## src/rtl/gwps_pkg.sv

```systemverilog
`timescale 1ns / 1ps
`default_nettype none
// ----------------------------------------------------------------------------
// gwps_pkg
// shared types, codes and widths for the grid word path search block
// ----------------------------------------------------------------------------
package gwps_pkg;

	localparam int MAX_ROWS_DEF = 16;
	localparam int MAX_COLS_DEF = 16;
	localparam int MAX_WORD_DEF = 16;

	localparam int CFG_W     = 5;
	localparam int CFG_IDX_W = 2;
	localparam int LIM_W     = 7;
	localparam int CHAR_W    = 8;
	localparam int POS_W     = 4;
	localparam int S_TDATA_W = 24;
	localparam int S_TUSER_W = 2;
	localparam int M_TDATA_W = 16;

	localparam logic [1:0] ACT_GRID   = 2'd0;
	localparam logic [1:0] ACT_WORD   = 2'd1;
	localparam logic [1:0] ACT_SEARCH = 2'd2;

	localparam logic [CFG_IDX_W-1:0] REG_ROW_COUNT   = 2'd0;
	localparam logic [CFG_IDX_W-1:0] REG_COL_COUNT   = 2'd1;
	localparam logic [CFG_IDX_W-1:0] REG_WORD_LENGTH = 2'd2;

	typedef enum logic [2:0] {
		ST_CLEAR,
		ST_IDLE,
		ST_SCAN,
		ST_START_CHK,
		ST_STEP,
		ST_POP,
		ST_CHK
	} seq_state_t;

	typedef struct packed {
		logic grid_we;
		logic word_we;
		logic vis_we;
		logic vis_wd;
	} store_ctl_t;

	typedef struct packed {
		logic             valid;
		logic             found;
		logic [POS_W-1:0] row;
		logic [POS_W-1:0] col;
	} res_t;

	function automatic int idx_w(input int n);
		return (n > 1) ? $clog2(n) : 1;
	endfunction

	function automatic logic [LIM_W-1:0] clamp_lim(input logic [CFG_W-1:0] v,
			input logic [LIM_W-1:0] hi);
		logic [LIM_W-1:0] w;
		w = LIM_W'(v);
		return (w > hi) ? hi : w;
	endfunction

endpackage
`default_nettype wire

```

## src/rtl/grid_word_path_search.sv

```systemverilog
`timescale 1ns / 1ps
`default_nettype none
// ----------------------------------------------------------------------------
// grid_word_path_search
// loads a character grid and a word, then searches for a 4-adjacent path
//
// channel  dir  signals                             words
// s_       in   s_tvalid s_tready s_tdata s_tuser   grid load, word load, search
// m_       out  m_tvalid m_tready m_tdata           one result per input word
// cfg_     in   cfg_we cfg_index cfg_wdata          row_count, col_count, word_length
//
// a load or an idle action is answered on the next edge
// a search tries start cells, directions that leave the grid, directions inside
// it and backtrack steps, paced by the single-port grid, word and visited
// memories that the walk reads once per step
// after reset all 2**(row bits + col bits) visited marks are swept
// (256 at 16 x 16), with s_tready low
// s_tready also stays low while a result waits on m_tready
// ----------------------------------------------------------------------------
module grid_word_path_search #(
	parameter int MAX_ROWS = gwps_pkg::MAX_ROWS_DEF,
	parameter int MAX_COLS = gwps_pkg::MAX_COLS_DEF,
	parameter int MAX_WORD = gwps_pkg::MAX_WORD_DEF
) (
	input  wire logic                              clk,
	input  wire logic                              arst_n,
	input  wire logic                              s_tvalid,
	output logic                                   s_tready,
	// cell_row, cell_col, char_value, word_pos, zero fill
	input  wire logic [gwps_pkg::S_TDATA_W-1:0]    s_tdata,
	// action
	input  wire logic [gwps_pkg::S_TUSER_W-1:0]    s_tuser,
	output logic                                   m_tvalid,
	input  wire logic                              m_tready,
	// found, start_row, start_col, zero fill
	output logic      [gwps_pkg::M_TDATA_W-1:0]    m_tdata,
	input  wire logic                              cfg_we,
	input  wire logic [gwps_pkg::CFG_IDX_W-1:0]    cfg_index,
	input  wire logic [gwps_pkg::CFG_W-1:0]        cfg_wdata
);
	localparam int RW = gwps_pkg::idx_w(MAX_ROWS);
	localparam int CW = gwps_pkg::idx_w(MAX_COLS);
	localparam int AW = RW + CW;
	localparam int WW = gwps_pkg::idx_w(MAX_WORD);
	localparam int EW = RW + CW + 3;

	logic [gwps_pkg::CFG_W-1:0] row_count_q, col_count_q, word_length_q;
	logic                       m_tvalid_q;
	logic [gwps_pkg::M_TDATA_W-1:0] m_tdata_q;
	logic                       out_free;

	gwps_pkg::store_ctl_t       ctl;
	gwps_pkg::res_t             res;
	logic [AW-1:0]              grid_addr, vis_addr;
	logic [WW-1:0]              word_addr, stk_waddr, stk_raddr;
	logic [gwps_pkg::CHAR_W-1:0] grid_q, word_q;
	logic                       vis_q, stk_we;
	logic [EW-1:0]              stk_wdata, stk_q;

	always_ff @(posedge clk or negedge arst_n) begin
		if (!arst_n) begin
			row_count_q   <= gwps_pkg::CFG_W'(16);
			col_count_q   <= gwps_pkg::CFG_W'(16);
			word_length_q <= gwps_pkg::CFG_W'(1);
		end else if (cfg_we) begin
			case (cfg_index)
				gwps_pkg::REG_ROW_COUNT:   row_count_q   <= cfg_wdata;
				gwps_pkg::REG_COL_COUNT:   col_count_q   <= cfg_wdata;
				gwps_pkg::REG_WORD_LENGTH: word_length_q <= cfg_wdata;
				default:                   row_count_q   <= row_count_q;
			endcase
		end
	end

	assign out_free = !m_tvalid_q || m_tready;

	gwps_seq #(
		.MAX_ROWS (MAX_ROWS),
		.MAX_COLS (MAX_COLS),
		.MAX_WORD (MAX_WORD)
	) u_seq (
		.clk         (clk),
		.arst_n      (arst_n),
		.in_valid    (s_tvalid),
		.in_ready    (s_tready),
		.out_free    (out_free),
		.action      (s_tuser),
		.cell_row    (s_tdata[3:0]),
		.cell_col    (s_tdata[7:4]),
		.word_pos    (s_tdata[19:16]),
		.row_count   (row_count_q),
		.col_count   (col_count_q),
		.word_length (word_length_q),
		.ctl         (ctl),
		.grid_addr   (grid_addr),
		.word_addr   (word_addr),
		.vis_addr    (vis_addr),
		.grid_q      (grid_q),
		.word_q      (word_q),
		.vis_q       (vis_q),
		.stk_we      (stk_we),
		.stk_waddr   (stk_waddr),
		.stk_raddr   (stk_raddr),
		.stk_wdata   (stk_wdata),
		.stk_q       (stk_q),
		.res         (res)
	);

	gwps_store #(
		.MAX_ROWS (MAX_ROWS),
		.MAX_COLS (MAX_COLS),
		.MAX_WORD (MAX_WORD)
	) u_store (
		.clk       (clk),
		.ctl       (ctl),
		.grid_addr (grid_addr),
		.word_addr (word_addr),
		.vis_addr  (vis_addr),
		.wdata     (s_tdata[15:8]),
		.grid_q    (grid_q),
		.word_q    (word_q),
		.vis_q     (vis_q)
	);

	gwps_stack #(
		.MAX_ROWS (MAX_ROWS),
		.MAX_COLS (MAX_COLS),
		.MAX_WORD (MAX_WORD)
	) u_stack (
		.clk     (clk),
		.we      (stk_we),
		.waddr   (stk_waddr),
		.raddr   (stk_raddr),
		.wdata   (stk_wdata),
		.rdata_q (stk_q)
	);

	// result register
	always_ff @(posedge clk or negedge arst_n) begin
		if (!arst_n) begin
			m_tvalid_q <= 1'b0;
		end else if (res.valid) begin
			m_tvalid_q <= 1'b1;
		end else if (m_tready) begin
			m_tvalid_q <= 1'b0;
		end
	end

	always_ff @(posedge clk) begin
		if (res.valid) begin
			m_tdata_q <= gwps_pkg::M_TDATA_W'({res.col, res.row, res.found});
		end
	end

	assign m_tvalid = m_tvalid_q;
	assign m_tdata  = m_tdata_q;

endmodule
`default_nettype wire

```

## src/rtl/gwps_store.sv

```systemverilog
`timescale 1ns / 1ps
`default_nettype none
// ----------------------------------------------------------------------------
// gwps_store
// grid, word and visited-mark memories, single port each, registered reads
// ----------------------------------------------------------------------------
module gwps_store #(
	parameter int MAX_ROWS = gwps_pkg::MAX_ROWS_DEF,
	parameter int MAX_COLS = gwps_pkg::MAX_COLS_DEF,
	parameter int MAX_WORD = gwps_pkg::MAX_WORD_DEF,
	localparam int RW = gwps_pkg::idx_w(MAX_ROWS),
	localparam int CW = gwps_pkg::idx_w(MAX_COLS),
	localparam int AW = RW + CW,
	localparam int WW = gwps_pkg::idx_w(MAX_WORD)
) (
	input  wire logic                           clk,
	input  wire gwps_pkg::store_ctl_t           ctl,
	input  wire logic [AW-1:0]                  grid_addr,
	input  wire logic [WW-1:0]                  word_addr,
	input  wire logic [AW-1:0]                  vis_addr,
	input  wire logic [gwps_pkg::CHAR_W-1:0]    wdata,
	output logic      [gwps_pkg::CHAR_W-1:0]    grid_q,
	output logic      [gwps_pkg::CHAR_W-1:0]    word_q,
	output logic                                vis_q
);

	logic [gwps_pkg::CHAR_W-1:0] grid_mem [2**AW];
	logic [gwps_pkg::CHAR_W-1:0] word_mem [MAX_WORD];
	logic                        vis_mem  [2**AW];

	always_ff @(posedge clk) begin
		if (ctl.grid_we) begin
			grid_mem[grid_addr] <= wdata;
		end
		grid_q <= grid_mem[grid_addr];
	end

	always_ff @(posedge clk) begin
		if (ctl.word_we) begin
			word_mem[word_addr] <= wdata;
		end
		word_q <= word_mem[word_addr];
	end

	always_ff @(posedge clk) begin
		if (ctl.vis_we) begin
			vis_mem[vis_addr] <= ctl.vis_wd;
		end
		vis_q <= vis_mem[vis_addr];
	end

endmodule
`default_nettype wire

```

## src/rtl/gwps_stack.sv

```systemverilog
`timescale 1ns / 1ps
`default_nettype none
// ----------------------------------------------------------------------------
// gwps_stack
// path stack below the top level: cell and next direction per level
// ----------------------------------------------------------------------------
module gwps_stack #(
	parameter int MAX_ROWS = gwps_pkg::MAX_ROWS_DEF,
	parameter int MAX_COLS = gwps_pkg::MAX_COLS_DEF,
	parameter int MAX_WORD = gwps_pkg::MAX_WORD_DEF,
	localparam int RW = gwps_pkg::idx_w(MAX_ROWS),
	localparam int CW = gwps_pkg::idx_w(MAX_COLS),
	localparam int WW = gwps_pkg::idx_w(MAX_WORD),
	localparam int EW = RW + CW + 3
) (
	input  wire logic          clk,
	input  wire logic          we,
	input  wire logic [WW-1:0] waddr,
	input  wire logic [WW-1:0] raddr,
	input  wire logic [EW-1:0] wdata,
	output logic      [EW-1:0] rdata_q
);

	logic [EW-1:0] stk_mem [MAX_WORD];

	always_ff @(posedge clk) begin
		if (we) begin
			stk_mem[waddr] <= wdata;
		end
		rdata_q <= stk_mem[raddr];
	end

endmodule
`default_nettype wire

```

## src/rtl/gwps_seq.sv

```systemverilog
`timescale 1ns / 1ps
`default_nettype none
// ----------------------------------------------------------------------------
// gwps_seq
// sequencer for loads and the depth-first walk, one memory step per state
// ----------------------------------------------------------------------------
module gwps_seq #(
	parameter int MAX_ROWS = gwps_pkg::MAX_ROWS_DEF,
	parameter int MAX_COLS = gwps_pkg::MAX_COLS_DEF,
	parameter int MAX_WORD = gwps_pkg::MAX_WORD_DEF,
	localparam int RW = gwps_pkg::idx_w(MAX_ROWS),
	localparam int CW = gwps_pkg::idx_w(MAX_COLS),
	localparam int AW = RW + CW,
	localparam int WW = gwps_pkg::idx_w(MAX_WORD),
	localparam int EW = RW + CW + 3
) (
	input  wire logic                         clk,
	input  wire logic                         arst_n,
	input  wire logic                         in_valid,
	output logic                              in_ready,
	input  wire logic                         out_free,
	input  wire logic [1:0]                   action,
	input  wire logic [gwps_pkg::POS_W-1:0]   cell_row,
	input  wire logic [gwps_pkg::POS_W-1:0]   cell_col,
	input  wire logic [gwps_pkg::POS_W-1:0]   word_pos,
	input  wire logic [gwps_pkg::CFG_W-1:0]   row_count,
	input  wire logic [gwps_pkg::CFG_W-1:0]   col_count,
	input  wire logic [gwps_pkg::CFG_W-1:0]   word_length,
	output gwps_pkg::store_ctl_t              ctl,
	output logic      [AW-1:0]                grid_addr,
	output logic      [WW-1:0]                word_addr,
	output logic      [AW-1:0]                vis_addr,
	input  wire logic [gwps_pkg::CHAR_W-1:0]  grid_q,
	input  wire logic [gwps_pkg::CHAR_W-1:0]  word_q,
	input  wire logic                         vis_q,
	output logic                              stk_we,
	output logic      [WW-1:0]                stk_waddr,
	output logic      [WW-1:0]                stk_raddr,
	output logic      [EW-1:0]                stk_wdata,
	input  wire logic [EW-1:0]                stk_q,
	output gwps_pkg::res_t                    res
);
	localparam int DW = $clog2(MAX_WORD + 1);
	localparam int LW = gwps_pkg::LIM_W;

	gwps_pkg::seq_state_t state_q, state_d;

	logic [AW-1:0] clr_addr_q;
	logic [RW-1:0] i_q, cur_r_q, cand_r_q, nb_r;
	logic [CW-1:0] j_q, cur_c_q, cand_c_q, nb_c;
	logic [2:0]    cur_dir_q;
	logic [DW-1:0] depth_q, depth_m1, depth_m2;
	logic          found_q;

	logic [LW-1:0] row_lim, col_lim, len_lim;
	logic          accept, zero_cfg, is_search;
	logic          scan_j_ok, scan_i_ok, scan_end;
	logic          pop, nb_ok, match, chk_ok, last_push, len_one, at_base;
	logic [AW-1:0] start_addr, cur_addr, nb_addr, cand_addr;

	assign row_lim = gwps_pkg::clamp_lim(row_count, LW'(MAX_ROWS));
	assign col_lim = gwps_pkg::clamp_lim(col_count, LW'(MAX_COLS));
	assign len_lim = gwps_pkg::clamp_lim(word_length, LW'(MAX_WORD));

	assign in_ready  = (state_q == gwps_pkg::ST_IDLE) && out_free;
	assign accept    = in_valid && in_ready;
	assign is_search = (action == gwps_pkg::ACT_SEARCH);
	assign zero_cfg  = (row_count == '0) || (col_count == '0) || (word_length == '0);

	assign scan_j_ok = (LW'(j_q) + LW'(1)) < col_lim;
	assign scan_i_ok = (LW'(i_q) + LW'(1)) < row_lim;
	assign scan_end  = !scan_j_ok && !scan_i_ok;

	assign start_addr = {i_q, j_q};
	assign cur_addr   = {cur_r_q, cur_c_q};
	assign cand_addr  = {cand_r_q, cand_c_q};
	assign nb_addr    = {nb_r, nb_c};

	assign depth_m1  = depth_q - DW'(1);
	assign depth_m2  = depth_q - DW'(2);
	assign pop       = cur_dir_q[2] || found_q;
	assign match     = (grid_q == word_q);
	assign chk_ok    = match && !vis_q;
	assign last_push = (LW'(depth_q) + LW'(1)) == len_lim;
	assign len_one   = (len_lim == LW'(1));
	assign at_base   = (depth_q == DW'(1));

	// neighbour in up, down, left, right order
	always_comb begin
		nb_r  = cur_r_q;
		nb_c  = cur_c_q;
		nb_ok = 1'b0;
		case (cur_dir_q[1:0])
			2'd0: begin
				nb_ok = (cur_r_q != '0);
				nb_r  = cur_r_q - RW'(1);
			end
			2'd1: begin
				nb_ok = (LW'(cur_r_q) + LW'(1)) < row_lim;
				nb_r  = cur_r_q + RW'(1);
			end
			2'd2: begin
				nb_ok = (cur_c_q != '0);
				nb_c  = cur_c_q - CW'(1);
			end
			default: begin
				nb_ok = (LW'(cur_c_q) + LW'(1)) < col_lim;
				nb_c  = cur_c_q + CW'(1);
			end
		endcase
	end

	always_comb begin
		state_d = state_q;
		case (state_q)
			gwps_pkg::ST_CLEAR: begin
				if (clr_addr_q == '1) begin
					state_d = gwps_pkg::ST_IDLE;
				end
			end
			gwps_pkg::ST_IDLE: begin
				if (accept && is_search && !zero_cfg) begin
					state_d = gwps_pkg::ST_SCAN;
				end
			end
			gwps_pkg::ST_SCAN: state_d = gwps_pkg::ST_START_CHK;
			gwps_pkg::ST_START_CHK: begin
				if (match) begin
					state_d = len_one ? gwps_pkg::ST_IDLE : gwps_pkg::ST_STEP;
				end else begin
					state_d = scan_end ? gwps_pkg::ST_IDLE : gwps_pkg::ST_SCAN;
				end
			end
			gwps_pkg::ST_STEP: begin
				if (pop) begin
					if (at_base) begin
						state_d = (found_q || scan_end) ? gwps_pkg::ST_IDLE
							: gwps_pkg::ST_SCAN;
					end else begin
						state_d = gwps_pkg::ST_POP;
					end
				end else if (nb_ok) begin
					state_d = gwps_pkg::ST_CHK;
				end
			end
			gwps_pkg::ST_POP: state_d = gwps_pkg::ST_STEP;
			gwps_pkg::ST_CHK: state_d = gwps_pkg::ST_STEP;
			default: state_d = gwps_pkg::ST_IDLE;
		endcase
	end

	always_comb begin
		ctl       = '0;
		grid_addr = nb_addr;
		word_addr = depth_q[WW-1:0];
		vis_addr  = nb_addr;
		stk_we    = 1'b0;
		stk_waddr = depth_m1[WW-1:0];
		stk_raddr = depth_m2[WW-1:0];
		stk_wdata = {cur_r_q, cur_c_q, cur_dir_q};
		res       = '0;
		case (state_q)
			gwps_pkg::ST_CLEAR: begin
				vis_addr   = clr_addr_q;
				ctl.vis_we = 1'b1;
			end
			gwps_pkg::ST_IDLE: begin
				grid_addr   = {RW'(cell_row), CW'(cell_col)};
				word_addr   = WW'(word_pos);
				ctl.grid_we = accept && (action == gwps_pkg::ACT_GRID)
					&& (LW'(cell_row) < LW'(MAX_ROWS)) && (LW'(cell_col) < LW'(MAX_COLS));
				ctl.word_we = accept && (action == gwps_pkg::ACT_WORD)
					&& (LW'(word_pos) < LW'(MAX_WORD));
				res.valid   = accept && (!is_search || zero_cfg);
			end
			gwps_pkg::ST_SCAN: begin
				grid_addr = start_addr;
				word_addr = '0;
			end
			gwps_pkg::ST_START_CHK: begin
				vis_addr   = start_addr;
				ctl.vis_we = match && !len_one;
				ctl.vis_wd = 1'b1;
				res.valid  = (match && len_one) || (!match && scan_end);
				res.found  = match;
				res.row    = match ? gwps_pkg::POS_W'(i_q) : '0;
				res.col    = match ? gwps_pkg::POS_W'(j_q) : '0;
			end
			gwps_pkg::ST_STEP: begin
				if (pop) begin
					vis_addr   = cur_addr;
					ctl.vis_we = 1'b1;
					res.valid  = at_base && (found_q || scan_end);
					res.found  = found_q;
					res.row    = found_q ? gwps_pkg::POS_W'(i_q) : '0;
					res.col    = found_q ? gwps_pkg::POS_W'(j_q) : '0;
				end
			end
			gwps_pkg::ST_CHK: begin
				vis_addr   = cand_addr;
				ctl.vis_we = chk_ok;
				ctl.vis_wd = 1'b1;
				stk_we     = chk_ok;
			end
			default: begin
				ctl = '0;
			end
		endcase
	end

	always_ff @(posedge clk or negedge arst_n) begin
		if (!arst_n) begin
			state_q    <= gwps_pkg::ST_CLEAR;
			clr_addr_q <= '0;
			depth_q    <= '0;
			found_q    <= 1'b0;
		end else begin
			state_q <= state_d;
			case (state_q)
				gwps_pkg::ST_CLEAR: clr_addr_q <= clr_addr_q + AW'(1);
				gwps_pkg::ST_IDLE: begin
					found_q <= 1'b0;
					depth_q <= '0;
				end
				gwps_pkg::ST_START_CHK: begin
					if (match) begin
						depth_q <= DW'(1);
					end
				end
				gwps_pkg::ST_STEP: begin
					if (pop) begin
						depth_q <= depth_m1;
					end
				end
				gwps_pkg::ST_CHK: begin
					if (chk_ok) begin
						depth_q <= depth_q + DW'(1);
						if (last_push) begin
							found_q <= 1'b1;
						end
					end
				end
				default: begin
					depth_q <= depth_q;
				end
			endcase
		end
	end

	// walk payload
	always_ff @(posedge clk) begin
		case (state_q)
			gwps_pkg::ST_IDLE: begin
				i_q <= '0;
				j_q <= '0;
			end
			gwps_pkg::ST_START_CHK: begin
				if (match) begin
					cur_r_q   <= i_q;
					cur_c_q   <= j_q;
					cur_dir_q <= '0;
				end else if (scan_j_ok) begin
					j_q <= j_q + CW'(1);
				end else begin
					j_q <= '0;
					i_q <= i_q + RW'(1);
				end
			end
			gwps_pkg::ST_STEP: begin
				if (pop) begin
					if (at_base && !found_q) begin
						if (scan_j_ok) begin
							j_q <= j_q + CW'(1);
						end else begin
							j_q <= '0;
							i_q <= i_q + RW'(1);
						end
					end
				end else begin
					cur_dir_q <= cur_dir_q + 3'd1;
					cand_r_q  <= nb_r;
					cand_c_q  <= nb_c;
				end
			end
			gwps_pkg::ST_POP: {cur_r_q, cur_c_q, cur_dir_q} <= stk_q;
			gwps_pkg::ST_CHK: begin
				if (chk_ok) begin
					cur_r_q   <= cand_r_q;
					cur_c_q   <= cand_c_q;
					cur_dir_q <= '0;
				end
			end
			default: begin
				cur_dir_q <= cur_dir_q;
			end
		endcase
	end

endmodule
`default_nettype wire

```

## config.mk

```make
export PLATFORM = sky130hd
export DESIGN_NAME = grid_word_path_search
export DESIGN_NICKNAME = d
export VERILOG_FILES = /design/src/rtl/gwps_pkg.sv /design/src/rtl/grid_word_path_search.sv /design/src/rtl/gwps_store.sv /design/src/rtl/gwps_stack.sv /design/src/rtl/gwps_seq.sv
export SDC_FILE = /design/constraint.sdc
export NUM_CORES = 2
export LEC_CHECK = 0
export BUFFER_PORTS_ARGS = -buffer_cell sky130_fd_sc_hd__buf_2
export CAP_MARGIN = 15
export CORE_MARGIN = 4
export CORE_UTILIZATION = 45
export CTS_BUF_LIST = sky130_fd_sc_hd__clkbuf_16
export DETAILED_ROUTE_END_ITERATION = 10
export PLACE_DENSITY_LB_ADDON = 0.12
export SLEW_MARGIN = 20
export SYNTH_ARGS = -nofsm -noshare
export SYNTH_HDL_FRONTEND = slang
export SYNTH_SLANG_ARGS = --single-unit
```

## constraint.sdc

```tcl
create_clock -name clk -period 17.1 [get_ports clk]
set_input_delay 0.855 -clock clk [delete_from_list [all_inputs] [get_ports clk]]
set_output_delay 0.855 -clock clk [all_outputs]
set_load 0.05 [all_outputs]
```

# Word-level counts from Yosys, hierarchy flattened
# Memory sizes are Yosys's and may differ from the RTL's. A register that Yosys moved wholly into a read port is not among the register bits.
# Cells that the tools add are included.
[word_totals] n_memories=4 out_inout_bits=18 elab_cells=198 ram_bits=2608 regBits=69 input_bits=38
[op_classes] n_bitwise=1 n_reduce_logical=58 add_sub_neg=16 eq_ne=27 muxes=69 n_lt_le_gt_ge=7
[memory_table] memory="u_store.grid_mem" depth=256 word_bits=8 read_ports=1 rd_clocked_by_memory_dff=1 wr=1 line_no="gwps_store.sv:27" text="logic [gwps_pkg::CHAR_W-1:0] grid_mem [2**AW];"
[memory_table] memory="u_store.vis_mem" depth=256 word_bits=1 read_ports=1 rd_clocked_by_memory_dff=1 wr=1 line_no="gwps_store.sv:29" text="logic vis_mem [2**AW];"
[memory_table] memory="u_stack.stk_mem" depth=16 word_bits=11 read_ports=1 rd_clocked_by_memory_dff=1 wr=1 line_no="gwps_stack.sv:24" text="logic [EW-1:0] stk_mem [MAX_WORD];"
[memory_table] memory="u_store.word_mem" depth=16 word_bits=8 read_ports=1 rd_clocked_by_memory_dff=1 wr=1 line_no="gwps_store.sv:28" text="logic [gwps_pkg::CHAR_W-1:0] word_mem [MAX_WORD];"
[ops] operator="4-bit two-way mux" n=16
[ops] operator="4-bit one-hot mux with 3 select lines" n=4
[ops] operator="8-bit one-hot mux with 4 select lines" n=1
[ops] operator="3-bit two-way mux" n=10
[ops] operator="5-bit two-way mux" n=6
[ops] operator="7-bit < comparator" n=4
[ops] operator="4-bit one-hot mux with 2 select lines" n=3
[ops] operator="4-bit by 1-bit adder with 5-bit output, second input constant" n=4
[ops] operator="5-bit one-hot mux with 4 select lines" n=1
[ops] operator="3-bit one-hot mux with 6 select lines" n=1
[ops] operator="9-bit one-hot mux with 2 select lines" n=1
[ops] operator="4-bit by 1-bit adder with 4-bit output, second input constant" n=4
[ops] operator="8-bit one-hot mux with 2 select lines" n=1
[ops] operator="4-bit nonzero test" n=4
[ops] operator="5-bit > comparator, second input constant" n=3
[ops] operator="5-bit logical NOT" n=3
[ops] operator="1-bit two-way mux" n=15
[ops] operator="1-bit logical AND" n=14
[ops] operator="2-bit by 1-bit inequality test with 1-bit output, second input constant" n=6
[ops] operator="3-bit one-hot mux with 4 select lines" n=1
[ops] operator="4-bit AND reduction" n=3
[ops] operator="10-bit two-way mux" n=1
[ops] operator="3-bit == test, second input constant" n=3
[ops] operator="1-bit logical NOT" n=9
[ops] operator="32 further kinds" n=60

# Logic depth before layout (Yosys ltp)
[depth] ltp_word=10 mapped_depth=19 depth_no_buf=14

# Cells and area by module
# From an unflattened synthesis, not the netlist that was laid out.
[hier_totals] hier_cells=5382 hier_area_um2=106734.9
[modules_own_cells] module="gwps_store" area_each_um2=94475.6 seq_area_each_um2=73370.4 n_inst=1 cells_per_inst=4510
[modules_own_cells] module="gwps_stack" area_each_um2=7039.3 seq_area_each_um2=5505.3 n_inst=1 cells_per_inst=305
[modules_own_cells] module="gwps_seq" area_each_um2=4274.1 seq_area_each_um2=1236.2 n_inst=1 cells_per_inst=514
[modules_own_cells] module="grid_word_path_search" area_each_um2=945.9 seq_area_each_um2=674.4 n_inst=1 cells_per_inst=53

# Least setup slack after synthesis
# Ideal clock, no wire load.
[synth_timing] path_type="register to register" from="register u_seq.state_q[2]" to="memory u_store.vis_mem[0], data pin" required_time_ns=14.912 synth_period_minus_slack_ns=13.385 arrival_time_ns=11.197 path_buffers=5 setup_time_ns=2.188 path_stages_with_launch=7 path_slack_ns=3.715 cell_sequence="dfrtp_1 buf_2 buf_4 buf_2 buf_1 clkbuf_1 o21ai_0"
[synth_rtl] element="from (decl)" line_no="gwps_seq.sv:46" text="gwps_pkg::seq_state_t state_q, state_d;"
[synth_rtl] element="from (signal assigned)" line_no="gwps_seq.sv:213" text="state_q <= gwps_pkg::ST_CLEAR;"
[synth_rtl] element="from (signal assigned)" line_no="gwps_seq.sv:218" text="state_q <= state_d;"
[synth_rtl] element="to (decl)" line_no="gwps_store.sv:29"

# Worst setup path in the final report
[layout_timing] from="register u_seq.cur_dir_q[1]" to="register u_store.grid_q[7] (netlist bit), read port of u_store.grid_mem"
[layout_between] elab_chain_cells=4 word_cells_on_any_way=7 cone_classes="eq/ne (2); mux (3); reduce/logical (2)"
[layout_lines] element="from (decl)" line_no="gwps_seq.sv:51" text="logic [2:0] cur_dir_q;"
[layout_lines] element="from (signal assigned)" line_no="gwps_seq.sv:280" text="cur_dir_q <= cur_dir_q + 3'd1;"
[layout_lines] element="from (signal assigned)" line_no="gwps_seq.sv:285" text="gwps_pkg::ST_POP: {cur_r_q, cur_c_q, cur_dir_q} <= stk_q;"
[layout_lines] element="from (signal assigned)" line_no="gwps_seq.sv:294" text="cur_dir_q <= cur_dir_q;"
[layout_lines] element="2-bit by 1-bit == test with 1-bit output or 2-bit logical NOT (tied branches)" line_no="gwps_seq.sv:93" text="case (cur_dir_q[1:0])"
[layout_lines] element="2-bit OR reduction (no line)"
[layout_lines] element="4-bit one-hot mux with 2 select lines" line_no="gwps_seq.sv:93"
[layout_lines] element="8-bit one-hot mux with 2 select lines (*)" line_no="gwps_seq.sv:162" text="case (state_q)"
[layout_lines] element="to (decl)" line_no="gwps_store.sv:22" text="output logic [gwps_pkg::CHAR_W-1:0] grid_q,"
# Every way passes the cells marked *; elsewhere a longest branch is shown, timed or not.
# A chain may end at the register's enable or synchronous reset.

==> impl_metrics.ini <==
[status]
run_status = completed

[die]
fp.dieArea_um2 = 255000
start_util_pct = 45.2
fp.dieH_um = 505
num_rows = 182
io-pin-count = 56
die_width_um = 505
core_area_um2 = 246000

[route]
routed-via-count = 68786
drcViolationCount = 0
routed_via_density = 6.10
wl_um = 331000
drt_iter0_markers = 8150
routedWlPerCell_um = 29.3
firstDrtPassIters = 6
antenna_left = 0

[setup_path]
worstPathRequired_ns = 17.80
worst-setup-path-type = reg -> reg
worstSetupStartpointType = flip-flop
crit_top_cell = buf_4
rr_worst_depth = 16
path_delay_family = simple AND/OR/NAND/NOR gates
end_kind = flip-flop
ff2ff_setup_slack_ns = 9.33
path_cells = inv_1 -> ha_1 -> o211a_1 -> o31ai_4 -> buf_12 -> nand3_4 -> buf_4 -> buf_4 -> buf_4 -> nand2_1 -> and3_1 -> a311oi_1 -> a311oi_1 -> nor3_1 -> nor4_1 -> nand4_1
startpoint = u_seq.cur_dir_q[1]$_DFFE_PP_
crit_buf_inv = 5
max_stage_delay_ns = 1.07
cp_slowest_cell = nor4_1
r2r-end = u_store.grid_q[7]$_DFF_P_
critPathMaxFanout = 64
rr_startpoint = u_seq.cur_dir_q[1]$_DFFE_PP_
crit_arrival_ns = 8.47

[sta]
tightest_slew_ns = 1.21
period_share_pct = 45.4
tns_ns = 0
relSlewSlack_pct = 18.6
finalHoldViolations = 0
hold_slack_ns = 0.0556
finalSetupViolations = 0
rsz0062_at_grt = no
fin_worst_skew_ns = 0.0597
min_period_ns = 7.77
finalMaxSlewViolations = 0
fmax_mhz = 129

[flow_run]
maxCapViolations = 0

[synth]
synth.distinct_cells = 93
ys_warn_count = 0
yosysTopAreaCell = edfxtp_1
synth_cells = 7901
synth_area_per_cell_um2 = 14.1
synth-seq-area-share_pct = 72.6
synth_ff_type = edfxtp_1
ys_ff_latch = 2705
synth_edf_count = 2644
synthArstFlopShare_pct = 1.22
yosys-top-cells-area = edfxtp_1, nand2_1, mux4_2, nor2_1, nand3_1
synth_top_area_share_pct = 71.4
synth.cell_area_um2 = 111000

[clock_network]
clk_latency_ns = 0.92
postCtsSetupBuffers = 0
cts_resized = 0
cts_sinks = 2705
cts_root_buffer = clkbuf_16
numCtsBuffers = 302
clockBufferDepth = 4
htree_levels = 5
cts.clk_slew.worst_paths_ns = 0.06
cts_tree = done
ctsHoldBuffers = 0

[grt]
grt_max_degree = 257
grt_pass1_wl_um = 474000
grt_pass1_vias = 65048
grt_use_total_pct = 25.2
grt-ovfl-total = 0
grt_antenna_before_repair = 8

[finish]
layout_commonest_cell = edfxtp_1
layout_common_cells = edfxtp_1, nand2_1, nor2_1, nand3_1, clkbuf_16
area_growth_pct = 10.9
drive_gt1_share_pct = 10.3
nets = 7930
design_area_um2 = 123000

[pwr]
power_density_nw_per_um2 = 108
internal_power_mw = 10.7
comb_power_share_pct = 1.1
swShare_pct = 19.9
p_leak_nw = 38.1
seqPwrFrac_pct = 54.4
power_switching_mw = 2.67
ir_worst_vdd_mv = 0.102
power.share.clock_pct = 44.5

[place]
port_buffers = 44
hpwl_um = 191000
place.gp.congestion = 0.867
dpl-instance-area_um2 = 114000

[hold_path]
hold_class = in -> async
cells by family (layout without fill, tap and decap cells):
family          after synthesis  after routing  synth area share (%)
other cells                   1             11               0.00337
fa+ha+maj                    43             43                 0.493
mux                         393            393                  5.35
xor+xnor                     43             43                 0.339
buf+inv                     656            808                  2.80
simple gates               2896           2896                  11.1
flops                      2705           2705                  72.6
compound gates             1164           1164                  7.33
power by group through the flow:
| stage | registers, mW | logic [mW] | clock network (mW) |
|---|---|---|---|
| finish | 7.27 | 0.148 | 5.95 |
| global route | 7.27 | 0.161 | 6.33 |
| CTS | 7.27 | 0.149 | 6.04 |
| detailed placement | 7.41 | 0.148 | 0 |
| global placement | 7.41 | 0.143 | 0 |
| floorplan | 7.41 | 0.0367 | 0 |
cells in the mapped netlist, types with 35 or more instances:
cell type	n
a211oi_1	120
a21oi_1	271
mux2i_1	216
nand2_1	1444
edfxtp_1	2644
nor3_1	101
a311oi_1	156
buf_1	51
nand3_1	442
ha_1	39
a31oi_1	151
a221oi_1	151
mux4_2	159
clkbuf_1	196
and3_1	82
inv_1	84
o21ai_0	100
a22oi_1	35
nor2_1	652
buf_4	59
buf_2	249
worst max path at each step:
| stage | to | slack [ns] | cells after the start |
|---|---|---|---|
| after floorplan | u_store.vis_mem[0]$_DFFE_PP_ | 3.71 | 6 |
| after global placement | u_store.grid_q[6]$_DFF_P_ | 9.73 | 18 |
| after detailed placement | u_store.grid_q[7]$_DFF_P_ | 9.63 | 16 |
| after CTS | u_store.grid_q[6]$_DFF_P_ | 9.61 | 18 |
| after global routing | u_store.grid_q[6]$_DFF_P_ | 9.14 | 18 |
| final | u_store.grid_q[7]$_DFF_P_ | 9.33 | 16 |
per-layer routing:
layer | wire length (µm) | up-vias | global-route usage [%]
li1 | - | 29898 | -
met1 | 138000 | 35229 | 35.8
met2 | 153000 | 3034 | 39.5
met3 | 26400 | 621 | 4.21
met4 | 13300 | 4 | 8.89
met5 | 30 | - | 0
area by class of cell:
class	instances	area, µm²
Fill cell	20950	123000
Sequential cell	2705	80800
Multi-Input combinational cell	4546	27500
Clock buffer	309	7730
Tap cell	3220	4030
Timing Repair Buffer	211	1740
Clock inverter	203	1180
Inverter	85	319
Antenna cell	4	10.0
per-stage QoR:
stage	utilization, %	total power, mW	std cells	setup WS, ns
after detailed placement	46.5	7.56	10767	9.63
after floorplan	-	7.44	7907	3.71
after global routing	50.1	13.8	11281	9.14
final	50.1	13.4	11283	9.33
after global placement	46.5	7.55	10767	9.73
after CTS	50.1	13.5	11279	9.61
state kept, by name, summed over array words and instances (netlist names), 5 cells and up:
name	cells
col_count_q	5
m_tdata	9
row_count_q	5
u_seq.clr_addr_q	8
u_seq.depth_q	5
u_stack.rdata_q	11
u_stack.stk_mem	176
u_store.grid_mem	2048
u_store.grid_q	8
u_store.vis_mem	256
u_store.word_mem	128
u_store.word_q	8
word_length_q	5
worst register-to-register path, delay by kind of cell, from the launching register on:
| kind | cells | cell delay [ns] |
|---|---|---|
| simple gates | 6 | 2.63 |
| fa+ha+maj | 1 | 0.46 |
| compound gates | 4 | 1.49 |
| flops | 1 | 0.89 |
| buf+inv | 5 | 2.11 |
(Power assumes the default switching activity.)
